<file path="config.mk">
export PLATFORM = sky130hd
export DESIGN_NAME = ber_sequence_deframer
export DESIGN_NICKNAME = d
export VERILOG_FILES = /design/src/hdl/bsd_pkg.sv /design/src/hdl/ber_sequence_deframer.sv
export SDC_FILE = /design/constraint.sdc
export NUM_CORES = 1
export LEC_CHECK = 0
export BUFFER_PORTS_ARGS = -buffer_cell sky130_fd_sc_hd__buf_2
export CAP_MARGIN = 0
export CORE_UTILIZATION = 50
export DETAILED_ROUTE_END_ITERATION = 12
export HOLD_SLACK_MARGIN = 0.08
export MAX_ROUTING_LAYER = met4
export PLACE_DENSITY = 0.67
export SLEW_MARGIN = 20
export SYNTH_ARGS = -nofsm -noshare
export SYNTH_HDL_FRONTEND = slang
export SYNTH_SLANG_ARGS = --single-unit
export TNS_END_PERCENT = 20
</file>
<file path="constraint.sdc">
create_clock -name clk -period 6.82 [get_ports clk]
set_clock_uncertainty 0.15 [all_clocks]
set_input_delay 1.364 -clock clk [delete_from_list [all_inputs] [get_ports clk]]
set_output_delay 1.364 -clock clk [all_outputs]
set_load 0.05 [all_outputs]
</file>
<file path="src/hdl/bsd_pkg.sv">
// Package for the BER SEQUENCE deframer: widths, framing constants and sideband bit positions.
// Used by the deframer top level and by its port checker; depends on nothing else.
package bsd_pkg;

	// Widths of the stream payloads and of the frame size register.
	localparam int DATA_W   = 8;
	localparam int IN_USER_W  = 1;
	localparam int OUT_USER_W = 4;
	localparam int SIZE_W   = 17;
	localparam int ACC_W    = 32;

	// Size of the receive buffer; the frame limit never exceeds it.
	localparam logic [SIZE_W-1:0] BUFFER_BYTES = 17'd65536;
	localparam logic [SIZE_W-1:0] MAX_FRAME_RESET = 17'd65536;

	// Framing bytes of a BER SEQUENCE header.
	localparam logic [DATA_W-1:0] TAG_SEQUENCE = 8'h30;
	localparam logic [DATA_W-1:0] LEN_LONG_MIN = 8'h81;
	localparam logic [DATA_W-1:0] LEN_LONG_MAX = 8'h84;
	localparam logic [DATA_W-1:0] LEN_SHORT_LIMIT = 8'h80;

	// Bit positions of the result flags in the output tuser.
	localparam int U_HAS_PAYLOAD = 0;
	localparam int U_EMPTY       = 1;
	localparam int U_ABORTED     = 2;
	localparam int U_FRAME_ERR   = 3;

	// One result item as it leaves the parser.
	typedef struct packed {
		logic [DATA_W-1:0] payload_byte;
		logic              has_payload;
		logic              last_of_message;
		logic              empty_message;
		logic              aborted;
		logic              framing_error;
	} result_t;

endpackage

</file>
<file path="src/hdl/ber_sequence_deframer.sv">
// BER SEQUENCE deframer: one input register, a single-pass header and payload parser, one result register.
// Depends on bsd_pkg. An accepted byte passes through the input register and then the result register to the output.
// Throughput is one byte per cycle while the output is not stalled; the parser next state is combinational.
// An input byte is taken while a finished result still waits, held in the input register.
// Reset (arst_n low) clears the parser to wait for a tag byte and sets the frame limit to 65536.
// There is no clearing pass: the block takes items as soon as reset is released.
module ber_sequence_deframer
	import bsd_pkg::*;
(
	input  logic                  clk,
	input  logic                  arst_n,
	// Configuration write channel: max_frame_bytes.
	input  logic                  cfg_valid,
	output logic                  cfg_ready,
	input  logic [SIZE_W-1:0]     cfg_data,
	// Received bytes.
	input  logic                  s_axis_tvalid,
	output logic                  s_axis_tready,
	input  logic [DATA_W-1:0]     s_axis_tdata,   // [7:0] data_byte
	input  logic                  s_axis_tlast,   // chunk_end
	input  logic [IN_USER_W-1:0]  s_axis_tuser,   // [0] after_gap
	// Framed results.
	output logic                  m_axis_tvalid,
	input  logic                  m_axis_tready,
	output logic [DATA_W-1:0]     m_axis_tdata,   // [7:0] payload_byte
	output logic                  m_axis_tlast,   // last_of_message
	output logic [OUT_USER_W-1:0] m_axis_tuser    // [0] has_payload, [1] empty_message,
	                                              // [2] aborted, [3] framing_error
);

	// Parser phases.
	localparam logic [2:0] PH_TAG  = 3'd0;
	localparam logic [2:0] PH_LEN  = 3'd1;
	localparam logic [2:0] PH_LEXT = 3'd2;
	localparam logic [2:0] PH_PAY  = 3'd3;
	localparam logic [2:0] PH_DROP = 3'd4;

	logic [SIZE_W-1:0] max_frame_q;
	logic [SIZE_W-1:0] limit;

	logic              valid_s1;
	logic [DATA_W-1:0] byte_s1;
	logic              cend_s1;
	logic              gap_s1;
	logic              advance;

	logic [2:0]        phase_q;
	logic [ACC_W-1:0]  acc_q;
	logic [2:0]        len_left_q;
	logic [2:0]        hdr_seen_q;
	logic [SIZE_W-1:0] pay_left_q;
	logic              pay_started_q;

	logic [2:0]        phase_d;
	logic [ACC_W-1:0]  acc_d;
	logic [2:0]        len_left_d;
	logic [2:0]        hdr_seen_d;
	logic [SIZE_W-1:0] pay_left_d;
	logic              pay_started_d;

	result_t           res_d;
	logic              produce;
	logic              err;
	logic              abort_flag;
	logic              finish;
	logic [SIZE_W:0]   total;
	logic              too_big;

	logic              out_valid_q;
	result_t           out_q;

	// Configuration register; always ready. Writes must come only while idle; the block itself does not enforce it.
	assign cfg_ready = 1'b1;

	always_ff @(posedge clk or negedge arst_n) begin
		if (!arst_n) begin
			max_frame_q <= MAX_FRAME_RESET;
		end else if (cfg_valid && cfg_ready) begin
			max_frame_q <= cfg_data;
		end
	end

	assign limit = (max_frame_q > BUFFER_BYTES) ? BUFFER_BYTES : max_frame_q;

	// The input register advances whenever the result register is free or is being emptied.
	assign advance       = valid_s1 && (!out_valid_q || m_axis_tready);
	assign s_axis_tready = !valid_s1 || advance;

	always_ff @(posedge clk or negedge arst_n) begin
		if (!arst_n) begin
			valid_s1 <= 1'b0;
		end else if (s_axis_tvalid && s_axis_tready) begin
			valid_s1 <= 1'b1;
		end else if (advance) begin
			valid_s1 <= 1'b0;
		end
	end

	always_ff @(posedge clk) begin
		if (s_axis_tvalid && s_axis_tready) begin
			byte_s1 <= s_axis_tdata;
			cend_s1 <= s_axis_tlast;
			gap_s1  <= s_axis_tuser[0];
		end
	end

	// Next parser state and the result for the byte in the input register.
	always_comb begin
		phase_d       = phase_q;
		acc_d         = acc_q;
		len_left_d    = len_left_q;
		hdr_seen_d    = hdr_seen_q;
		pay_left_d    = pay_left_q;
		pay_started_d = pay_started_q;
		res_d         = '0;
		produce       = 1'b0;
		err           = 1'b0;
		abort_flag    = 1'b0;
		finish        = 1'b0;
		total         = '0;
		too_big       = 1'b0;

		// A gap drops any partial frame; a frame with delivered bytes reports an abort.
		if (gap_s1) begin
			abort_flag    = (phase_q == PH_PAY) && pay_started_q;
			phase_d       = PH_TAG;
			pay_started_d = 1'b0;
			pay_left_d    = '0;
		end

		unique case (phase_d)
			PH_TAG: begin
				if (byte_s1 == TAG_SEQUENCE) begin
					hdr_seen_d = 3'd1;
					acc_d      = '0;
					len_left_d = '0;
					phase_d    = PH_LEN;
				end else begin
					err = 1'b1;
				end
			end
			PH_LEN: begin
				hdr_seen_d = 3'd2;
				if (byte_s1 < LEN_SHORT_LIMIT) begin
					acc_d  = {{(ACC_W-DATA_W){1'b0}}, byte_s1};
					finish = 1'b1;
				end else if (byte_s1 >= LEN_LONG_MIN && byte_s1 <= LEN_LONG_MAX) begin
					len_left_d = byte_s1[2:0];
					acc_d      = '0;
					phase_d    = PH_LEXT;
				end else begin
					err = 1'b1;
				end
			end
			PH_LEXT: begin
				acc_d      = {acc_q[ACC_W-DATA_W-1:0], byte_s1};
				hdr_seen_d = hdr_seen_q + 3'd1;
				if (len_left_q != 3'd0) begin
					len_left_d = len_left_q - 3'd1;
				end
				if (len_left_d == 3'd0) begin
					finish = 1'b1;
				end
			end
			PH_PAY: begin
				res_d.payload_byte = byte_s1;
				res_d.has_payload  = 1'b1;
				pay_started_d      = 1'b1;
				if (pay_left_q != '0) begin
					pay_left_d = pay_left_q - SIZE_W'(1);
				end
				if (pay_left_d == '0) begin
					res_d.last_of_message = 1'b1;
					phase_d               = PH_TAG;
					pay_started_d         = 1'b0;
				end
				produce = 1'b1;
			end
			default: begin
				// Discarding the rest of a chunk after an error.
				if (cend_s1) begin
					phase_d = PH_TAG;
				end
			end
		endcase

		// Header complete: size check, then an empty message or the start of the payload.
		if (finish) begin
			total   = {1'b0, acc_d[SIZE_W-1:0]} + {{(SIZE_W-2){1'b0}}, hdr_seen_d};
			too_big = (|acc_d[ACC_W-1:SIZE_W]) || (total > {1'b0, limit});
			if (too_big) begin
				err = 1'b1;
			end else if (acc_d == '0) begin
				phase_d               = PH_TAG;
				res_d.last_of_message = 1'b1;
				res_d.empty_message   = 1'b1;
				produce               = 1'b1;
			end else begin
				pay_left_d    = acc_d[SIZE_W-1:0];
				pay_started_d = 1'b0;
				phase_d       = PH_PAY;
			end
		end

		// An error replaces any payload or empty-message result and discards to the end of the chunk.
		if (err) begin
			res_d               = '0;
			res_d.framing_error = 1'b1;
			produce             = 1'b1;
			phase_d             = cend_s1 ? PH_TAG : PH_DROP;
			pay_started_d       = 1'b0;
			pay_left_d          = '0;
			len_left_d          = '0;
		end

		if (abort_flag) begin
			res_d.aborted = 1'b1;
			produce       = 1'b1;
		end
	end

	// Parser state registers.
	always_ff @(posedge clk or negedge arst_n) begin
		if (!arst_n) begin
			phase_q       <= PH_TAG;
			acc_q         <= '0;
			len_left_q    <= '0;
			hdr_seen_q    <= '0;
			pay_left_q    <= '0;
			pay_started_q <= 1'b0;
		end else if (advance) begin
			phase_q       <= phase_d;
			acc_q         <= acc_d;
			len_left_q    <= len_left_d;
			hdr_seen_q    <= hdr_seen_d;
			pay_left_q    <= pay_left_d;
			pay_started_q <= pay_started_d;
		end
	end

	// Result register.
	always_ff @(posedge clk or negedge arst_n) begin
		if (!arst_n) begin
			out_valid_q <= 1'b0;
		end else if (advance) begin
			out_valid_q <= produce;
		end else if (m_axis_tready) begin
			out_valid_q <= 1'b0;
		end
	end

	always_ff @(posedge clk) begin
		if (advance && produce) begin
			out_q <= res_d;
		end
	end

	assign m_axis_tvalid = out_valid_q;
	assign m_axis_tdata  = out_q.payload_byte;
	assign m_axis_tlast  = out_q.last_of_message;
	assign m_axis_tuser  = {out_q.framing_error, out_q.aborted,
	                        out_q.empty_message, out_q.has_payload};

endmodule

</file>
**Word-level counts from Yosys, hierarchy flattened**

Index checks and enable logic that the tools add are counted.

- $add $sub $neg: 4
- $mul: 0
- Divide/modulo/power cells: 0
- $lt $le $gt $ge: 5
- Eq/ne operators: 8
- Shift-type cells: 0
- Muxes and demuxes: 67
- Bitwise operators: 2
- Reductions and logical operators: 23

Operator list:

| cell | count |
|---|---|
| $mux W17 | 9 |
| $mux W32 | 3 |
| $pmux W32 S3 | 1 |
| $mux W3 | 17 |
| $logic_not A32 Y1 | 1 |
| $mux W1 | 27 |
| $add A17 B3 Y18 | 1 |
| $gt A18 B17 Y1 | 1 |
| $pmux W3 S3 | 2 |
| $gt A17 B17 Y1 const B | 1 |
| $logic_not A17 Y1 | 1 |
| $reduce_bool A17 Y1 | 1 |
| $sub A17 B1 Y17 const B | 1 |
| $reduce_or A15 Y1 | 1 |
| $pmux W3 S4 | 1 |
| $mux W2 | 5 |
| $eq A3 B2 Y1 const B | 3 |
| $ne A3 B3 Y1 const B | 3 |
| $eq A8 B6 Y1 const B | 1 |
| $ge A8 B8 Y1 const B | 1 |
| $le A8 B8 Y1 const B | 1 |
| $lt A8 B8 Y1 const B | 1 |
| $logic_not A3 Y1 | 2 |
| $logic_and A1 B1 Y1 | 5 |
| 13 further kinds | 19 |

- Flip-flop bits (word level): 101
- Bits in latches: 0
- Bits in writable memories: 0
- ROM bits: 0
- Input bits: 32
- Output and inout bits: 16
- Memories kept: 0

**Logic depth before layout (Yosys ltp)**

- Depth in word-level cells: 13
- Mapped depth: 26
- Mapped depth without buffers: 23

**Least setup slack after synthesis**

No wires, ideal clock.

- Kind: register -> register
- Start point: reg byte_s1[3]
- End point: reg out_q, in the netlist m_axis_tdata[0], enable pin
- Setup time: 0.304 ns
- Arrival time: 5.767 ns
- Slack: 0.599 ns
- Cell stages (with the launch flop): 23
- Buffers on the path: 1
- Period minus slack after synthesis: 6.221 ns
- Path through: edfxtp_1 > or4_4 > or4_4 > o211ai_2 > nand2_1 > clkbuf_1 > a22o_1 > ha_1 > a21oi_1 > a21o_1 > or3_1 > nor3b_1 > xor2_1 > ha_1 > a21oi_1 > nor2b_1 > a2111oi_0 > o211ai_1 > a211oi_1 > o21ai_0 > a21oi_2 > nand2_1 > o31a_1

- Word-level cells in the longest chain between the ends: 13
- Elaborated cells between the ends (all ways): 30

Ends and longest elaborated chain:

| element | RTL line | RTL |
|---|---|---|
| from (decl) | ber_sequence_deframer.sv:42 | `logic [DATA_W-1:0] byte_s1;` |
| from (signal assigned) | ber_sequence_deframer.sv:101 | `byte_s1 <= s_axis_tdata;` |
| $ge A8 B8 Y1 / $le A8 B8 Y1 (equally long branches) | ber_sequence_deframer.sv:147 | `end else if (byte_s1 >= LEN_LONG_MIN && byte_s1 <= LEN_LONG_MAX) begin` |
| $logic_and A1 B1 Y1 | ber_sequence_deframer.sv:147 |  |
| $mux W32 | ber_sequence_deframer.sv:147 |  |
| $mux W32 | ber_sequence_deframer.sv:144 | `if (byte_s1 < LEN_SHORT_LIMIT) begin` |
| $pmux W32 S3 (*) | ber_sequence_deframer.sv:131 | `unique case (phase_d)` |
| net acc_d[2] | ber_sequence_deframer.sv:55 | `logic [ACC_W-1:0] acc_d;` |
| $add A17 B3 Y18 | ber_sequence_deframer.sv:189 | `total = {1'b0, acc_d[SIZE_W-1:0]} + {{(SIZE_W-2){1'b0}}, hdr_seen_d};` |
| $gt A18 B17 Y1 | ber_sequence_deframer.sv:190 | `too_big = (\|acc_d[ACC_W-1:SIZE_W]) \|\| (total > {1'b0, limit});` |
| $logic_or A1 B1 Y1 | ber_sequence_deframer.sv:190 |  |
| $mux W1 | ber_sequence_deframer.sv:191 | `if (too_big) begin` |
| $mux W1 | ber_sequence_deframer.sv:188 | `if (finish) begin` |
| $mux W1 (*) | ber_sequence_deframer.sv:206 | `if (err) begin` |
| $mux W1 (*) | ber_sequence_deframer.sv:216 | `if (abort_flag) begin` |
| $logic_and A1 B1 Y1 (*) | ber_sequence_deframer.sv:253 | `if (advance && produce) begin` |
| to (signal assigned) | ber_sequence_deframer.sv:254 | `out_q <= res_d;` |
| to (decl) | ber_sequence_deframer.sv:70 | `result_t out_q;` |

Mark *: on every way through the listed nets, which the timed path passes. The rest lies on a longest branch.
A chain may end at the register's enable or synchronous reset.

**Final worst setup path**

- Start point: reg byte_s1[6]
- End point: reg pay_left_q[11]

- Word-level cells in the longest chain between the ends: 11
- Elaborated cells between the ends (all ways): 28

Ends and longest elaborated chain:

| element | RTL line | RTL |
|---|---|---|
| $ge A8 B8 Y1 / $le A8 B8 Y1 (equally long branches) | ber_sequence_deframer.sv:147 |  |
| $logic_and A1 B1 Y1 | ber_sequence_deframer.sv:147 |  |
| $mux W32 | ber_sequence_deframer.sv:147 |  |
| $mux W32 | ber_sequence_deframer.sv:144 |  |
| $pmux W32 S3 (*) | ber_sequence_deframer.sv:131 |  |
| net acc_d[2] | ber_sequence_deframer.sv:55 |  |
| $add A17 B3 Y18 | ber_sequence_deframer.sv:189 |  |
| $gt A18 B17 Y1 | ber_sequence_deframer.sv:190 |  |
| $logic_or A1 B1 Y1 | ber_sequence_deframer.sv:190 |  |
| $mux W17 / $mux W1 (equally long branches) | ber_sequence_deframer.sv:191 |  |
| $mux W17 / $mux W1 (equally long branches) | ber_sequence_deframer.sv:188 |  |
| $mux W17 (*) | ber_sequence_deframer.sv:206 |  |
| to (signal assigned) | ber_sequence_deframer.sv:236 | `pay_left_q <= pay_left_d;` |
| to (decl) | ber_sequence_deframer.sv:51 | `logic [SIZE_W-1:0] pay_left_q;` |

Marks and branches as above.

==> impl_metrics.toml <==
[routing]
met3_length_um = 1050
drt-vias-per-instance = 6.15
wl_um = 17500
ant_nets = 0
top_layer_used = "met4"
drt_iter0_drc = 478
vias = 5511
wl_per_cell_um = 19.5
drc = 0
met1_length_um = 7770
route.met2.wl_um = 8280
first_pass_iters = 5

[floorplan]
dieHeight_um = 115
die_area_sq_mm = 0.0131
core_region_area_sq_mm = 0.0122
die_width_um = 115
row_count = 40
ioPinCount = 48
start_util_pct = 51.9

[grt]
grt_first_pass_wirelength_um = 28200
grtUsageTotal_pct = 29.1
grt_pass1_vias = 5286
grt.overflow.total = 0
grt_max_degree = 79
antenna_found_initial = 0

[clocking]
tritoncts = "built"
root_buffer = "clkbuf_16"
clock_latency_ns = 0.36
htree_levels = 3
cts_buffers = 9
cts.sinks = 101
clk_path_buf_depth = 2
clk_pin_slew_worst_paths_ns = 0.08

[logic_synthesis]
synth_top_area_cell = "dfrtp_1"
synth_cells = 685
synthTopCellsByArea = "dfrtp_1, edfxtp_1, nand2_1, ha_1, a21oi_1"
syn_nets = 741
synth-seq-cells = 101
ys_types = 79
yosysWarningCount = 0
netlist.area_leader.share_pct = 30.4
synth_ff_type = "dfrtp_1"
synth_edf_count = 23
ys_seq_area_share_pct = 41.7
syn_area_per_cell_sq_um = 9.26
async_flop_share_pct = 77.2
synthesis.area_sq_mm = 0.00634

[worst_hold_path]
hold_path_class = "reg2reg"

[power_and_ir_drop]
p_sw_mw = 1.17
internal_power_mw = 1.48
p_total_mw = 2.65
p_comb_share_pct = 46.3
peakVddDrop_mv = 0.223
pwr_density_cell_mw_per_mm2 = 373
power.leakage_nw = 3.07
power_frac_clock_pct = 20.5
p_seq_share_pct = 33.2
swShare_pct = 44.2

[layout]
mostFrequentLayoutCell = "nand2_1"
area_delta_synth_final_pct = 12.0
num_antenna_cells = 0
drive_gt1_share_pct = 18.0
nets = 779
final_cell_mix = "nand2_1, dfrtp_1, nor2_1"

[critical_path]
max_stage_delay_ns = 0.59
arrival_ns = 6.63
critPathSlowestCell = "or4_4"
crit_path_start_kind = "flip-flop"
crit_chain = "or4_4, or4_4, o211ai_2, nand2_2, a22o_1, ha_1, nand3_1, a21o_1, or3_1, nor3_1, xor2_1, ha_1, a21oi_1, nand2_1, a2111oi_1, buf_4, o211ai_1, a21oi_1, nand2_2, a211o_4, mux2_4, o21ai_2"
crit_fanout = 10
endpoint_kind = "flip-flop"
required_ns = 6.96
critPathKind = "reg2reg"

[sta]
setup_tns_ns = 0
min_period_ns = 6.49
worstMarginPinSlew_ns = 0.962
hold_viol_final = 0
grt_setup_unrepaired = "no"
slew_viol_final = 0
setup_viol = 0
fmax_mhz = 154
min_period_over_period_pct = 95.2
slew_headroom_pct = 35.6

[place]
portBuffers = 46
hpwl_um = 12800
gp_congestion = 0.954

[run_status]
run_status = "complete, no violations"

[flow_run]
maxCapViolCount = 0
-- cell families (layout without fill, tap and decap cells) --
family / Yosys count / in the layout / share of synthesized area (%)
AO/OA/AOI/OAI: 184 / 185 / 20.1
flip-flops: 101 / 101 / 41.7
buffers and inverters: 52 / 94 / 3.69
XOR/XNOR: 31 / 31 / 4.28
other: 1 / 1 / 0.0591
AND/OR/NAND/NOR: 262 / 262 / 20.3
adder cells (fa/ha/maj): 24 / 24 / 4.73
multiplexers: 30 / 30 / 5.17
-- registers in the layout (all words and copies together) (netlist names) --
name	cells
acc_q	32
max_frame_q	17
pay_left_q	17
byte_s1	8
m_axis_tdata	8
m_axis_tuser	4
hdr_seen_q	3
len_left_q	3
phase_q	3
cend_s1	1
gap_s1	1
m_axis_tlast	1
m_axis_tvalid	1
pay_started_q	1
valid_s1	1
-- worst paths after layout --
kind	from	to	slack, ns	depth (start not counted)
max in group asynchronous	arst_n	acc_q[20]	5.14	1
setup reg to reg	byte_s1[6]	pay_left_q[11]	0.33	22
hold reg to reg	cend_s1	phase_q[2]	0.35	1
min in group asynchronous	arst_n	m_axis_tvalid	0.87	1
hold / removal	cend_s1	phase_q[2]	0.35	1
setup / recovery	byte_s1[6]	pay_left_q[11]	0.33	22
-- Yosys cell counts, drive strengths merged, types with 9 or more instances --
master  number
a211oi       9
a21oi       45
a22o        22
a31oi       12
and2        11
buf         11
clkbuf      25
dfrtp       77
edfxtp      23
ha          24
inv         14
mux2        19
mux2i       11
nand2      111
nand3       11
nor2        49
nor3        15
nor4        16
o21ai       43
xnor2       15
xor2        16
-- area by class of cell --
cell class / count / area, sq um
Fill cell: 1131 / 5110
Multi-Input combinational cell: 533 / 3520
Sequential cell: 101 / 2640
Timing Repair Buffer: 62 / 357
Clock buffer: 10 / 239
Tap cell: 168 / 210
Clock inverter: 6 / 70.1
Inverter: 16 / 60.1
-- per-stage QoR --
step	utilization (%)	area (sq um)	hold WS, ns	worst slack, ns	cells
floorplan	-	6340	0.313	0.599	685
detailed placement	55.2	6740	0.333	0.0863	879
global route	58.2	7100	0.375	0.0205	896
CTS	57.7	7050	0.350	0.0434	895
global placement	55.2	6740	0.337	0.251	879
finish	58.2	7100	0.347	0.328	896
-- worst max-delay path: cells and delay by family (launching register included) --
kind / cells / cell delay, ns
buf+inv: 1 / 0.18
mux: 1 / 0.32
xor+xnor: 1 / 0.21
fa+ha+maj: 2 / 0.66
flops: 1 / 0.48
compound gates: 9 / 2.12
simple gates: 8 / 2.29
-- power groups by stage --
stage | clock network, mW | logic, mW | registers (mW)
global placement | 0 | 1.15 | 0.885
detailed placement | 0 | 1.18 | 0.887
floorplan | 0 | 0.771 | 0.929
CTS | 0.553 | 1.19 | 0.877
global route | 0.571 | 1.34 | 0.895
finish | 0.543 | 1.23 | 0.881
-- metal layers --
metal | vias to the layer above | GRT usage [%]
li1 | 2601 | -
met1 | 2686 | 38.3
met2 | 185 | 44.7
met3 | 39 | 6.09
met4 | 0 | 9.61
met5 | - | -
-- timing repair --
item,4_1_cts,5_1_grt
gates resized for setup,0,12
hold buffers,0,0
setup endpoints to repair,0,35
buffers inserted,0,0
Note: power is estimated with default switching activity, not from simulation.
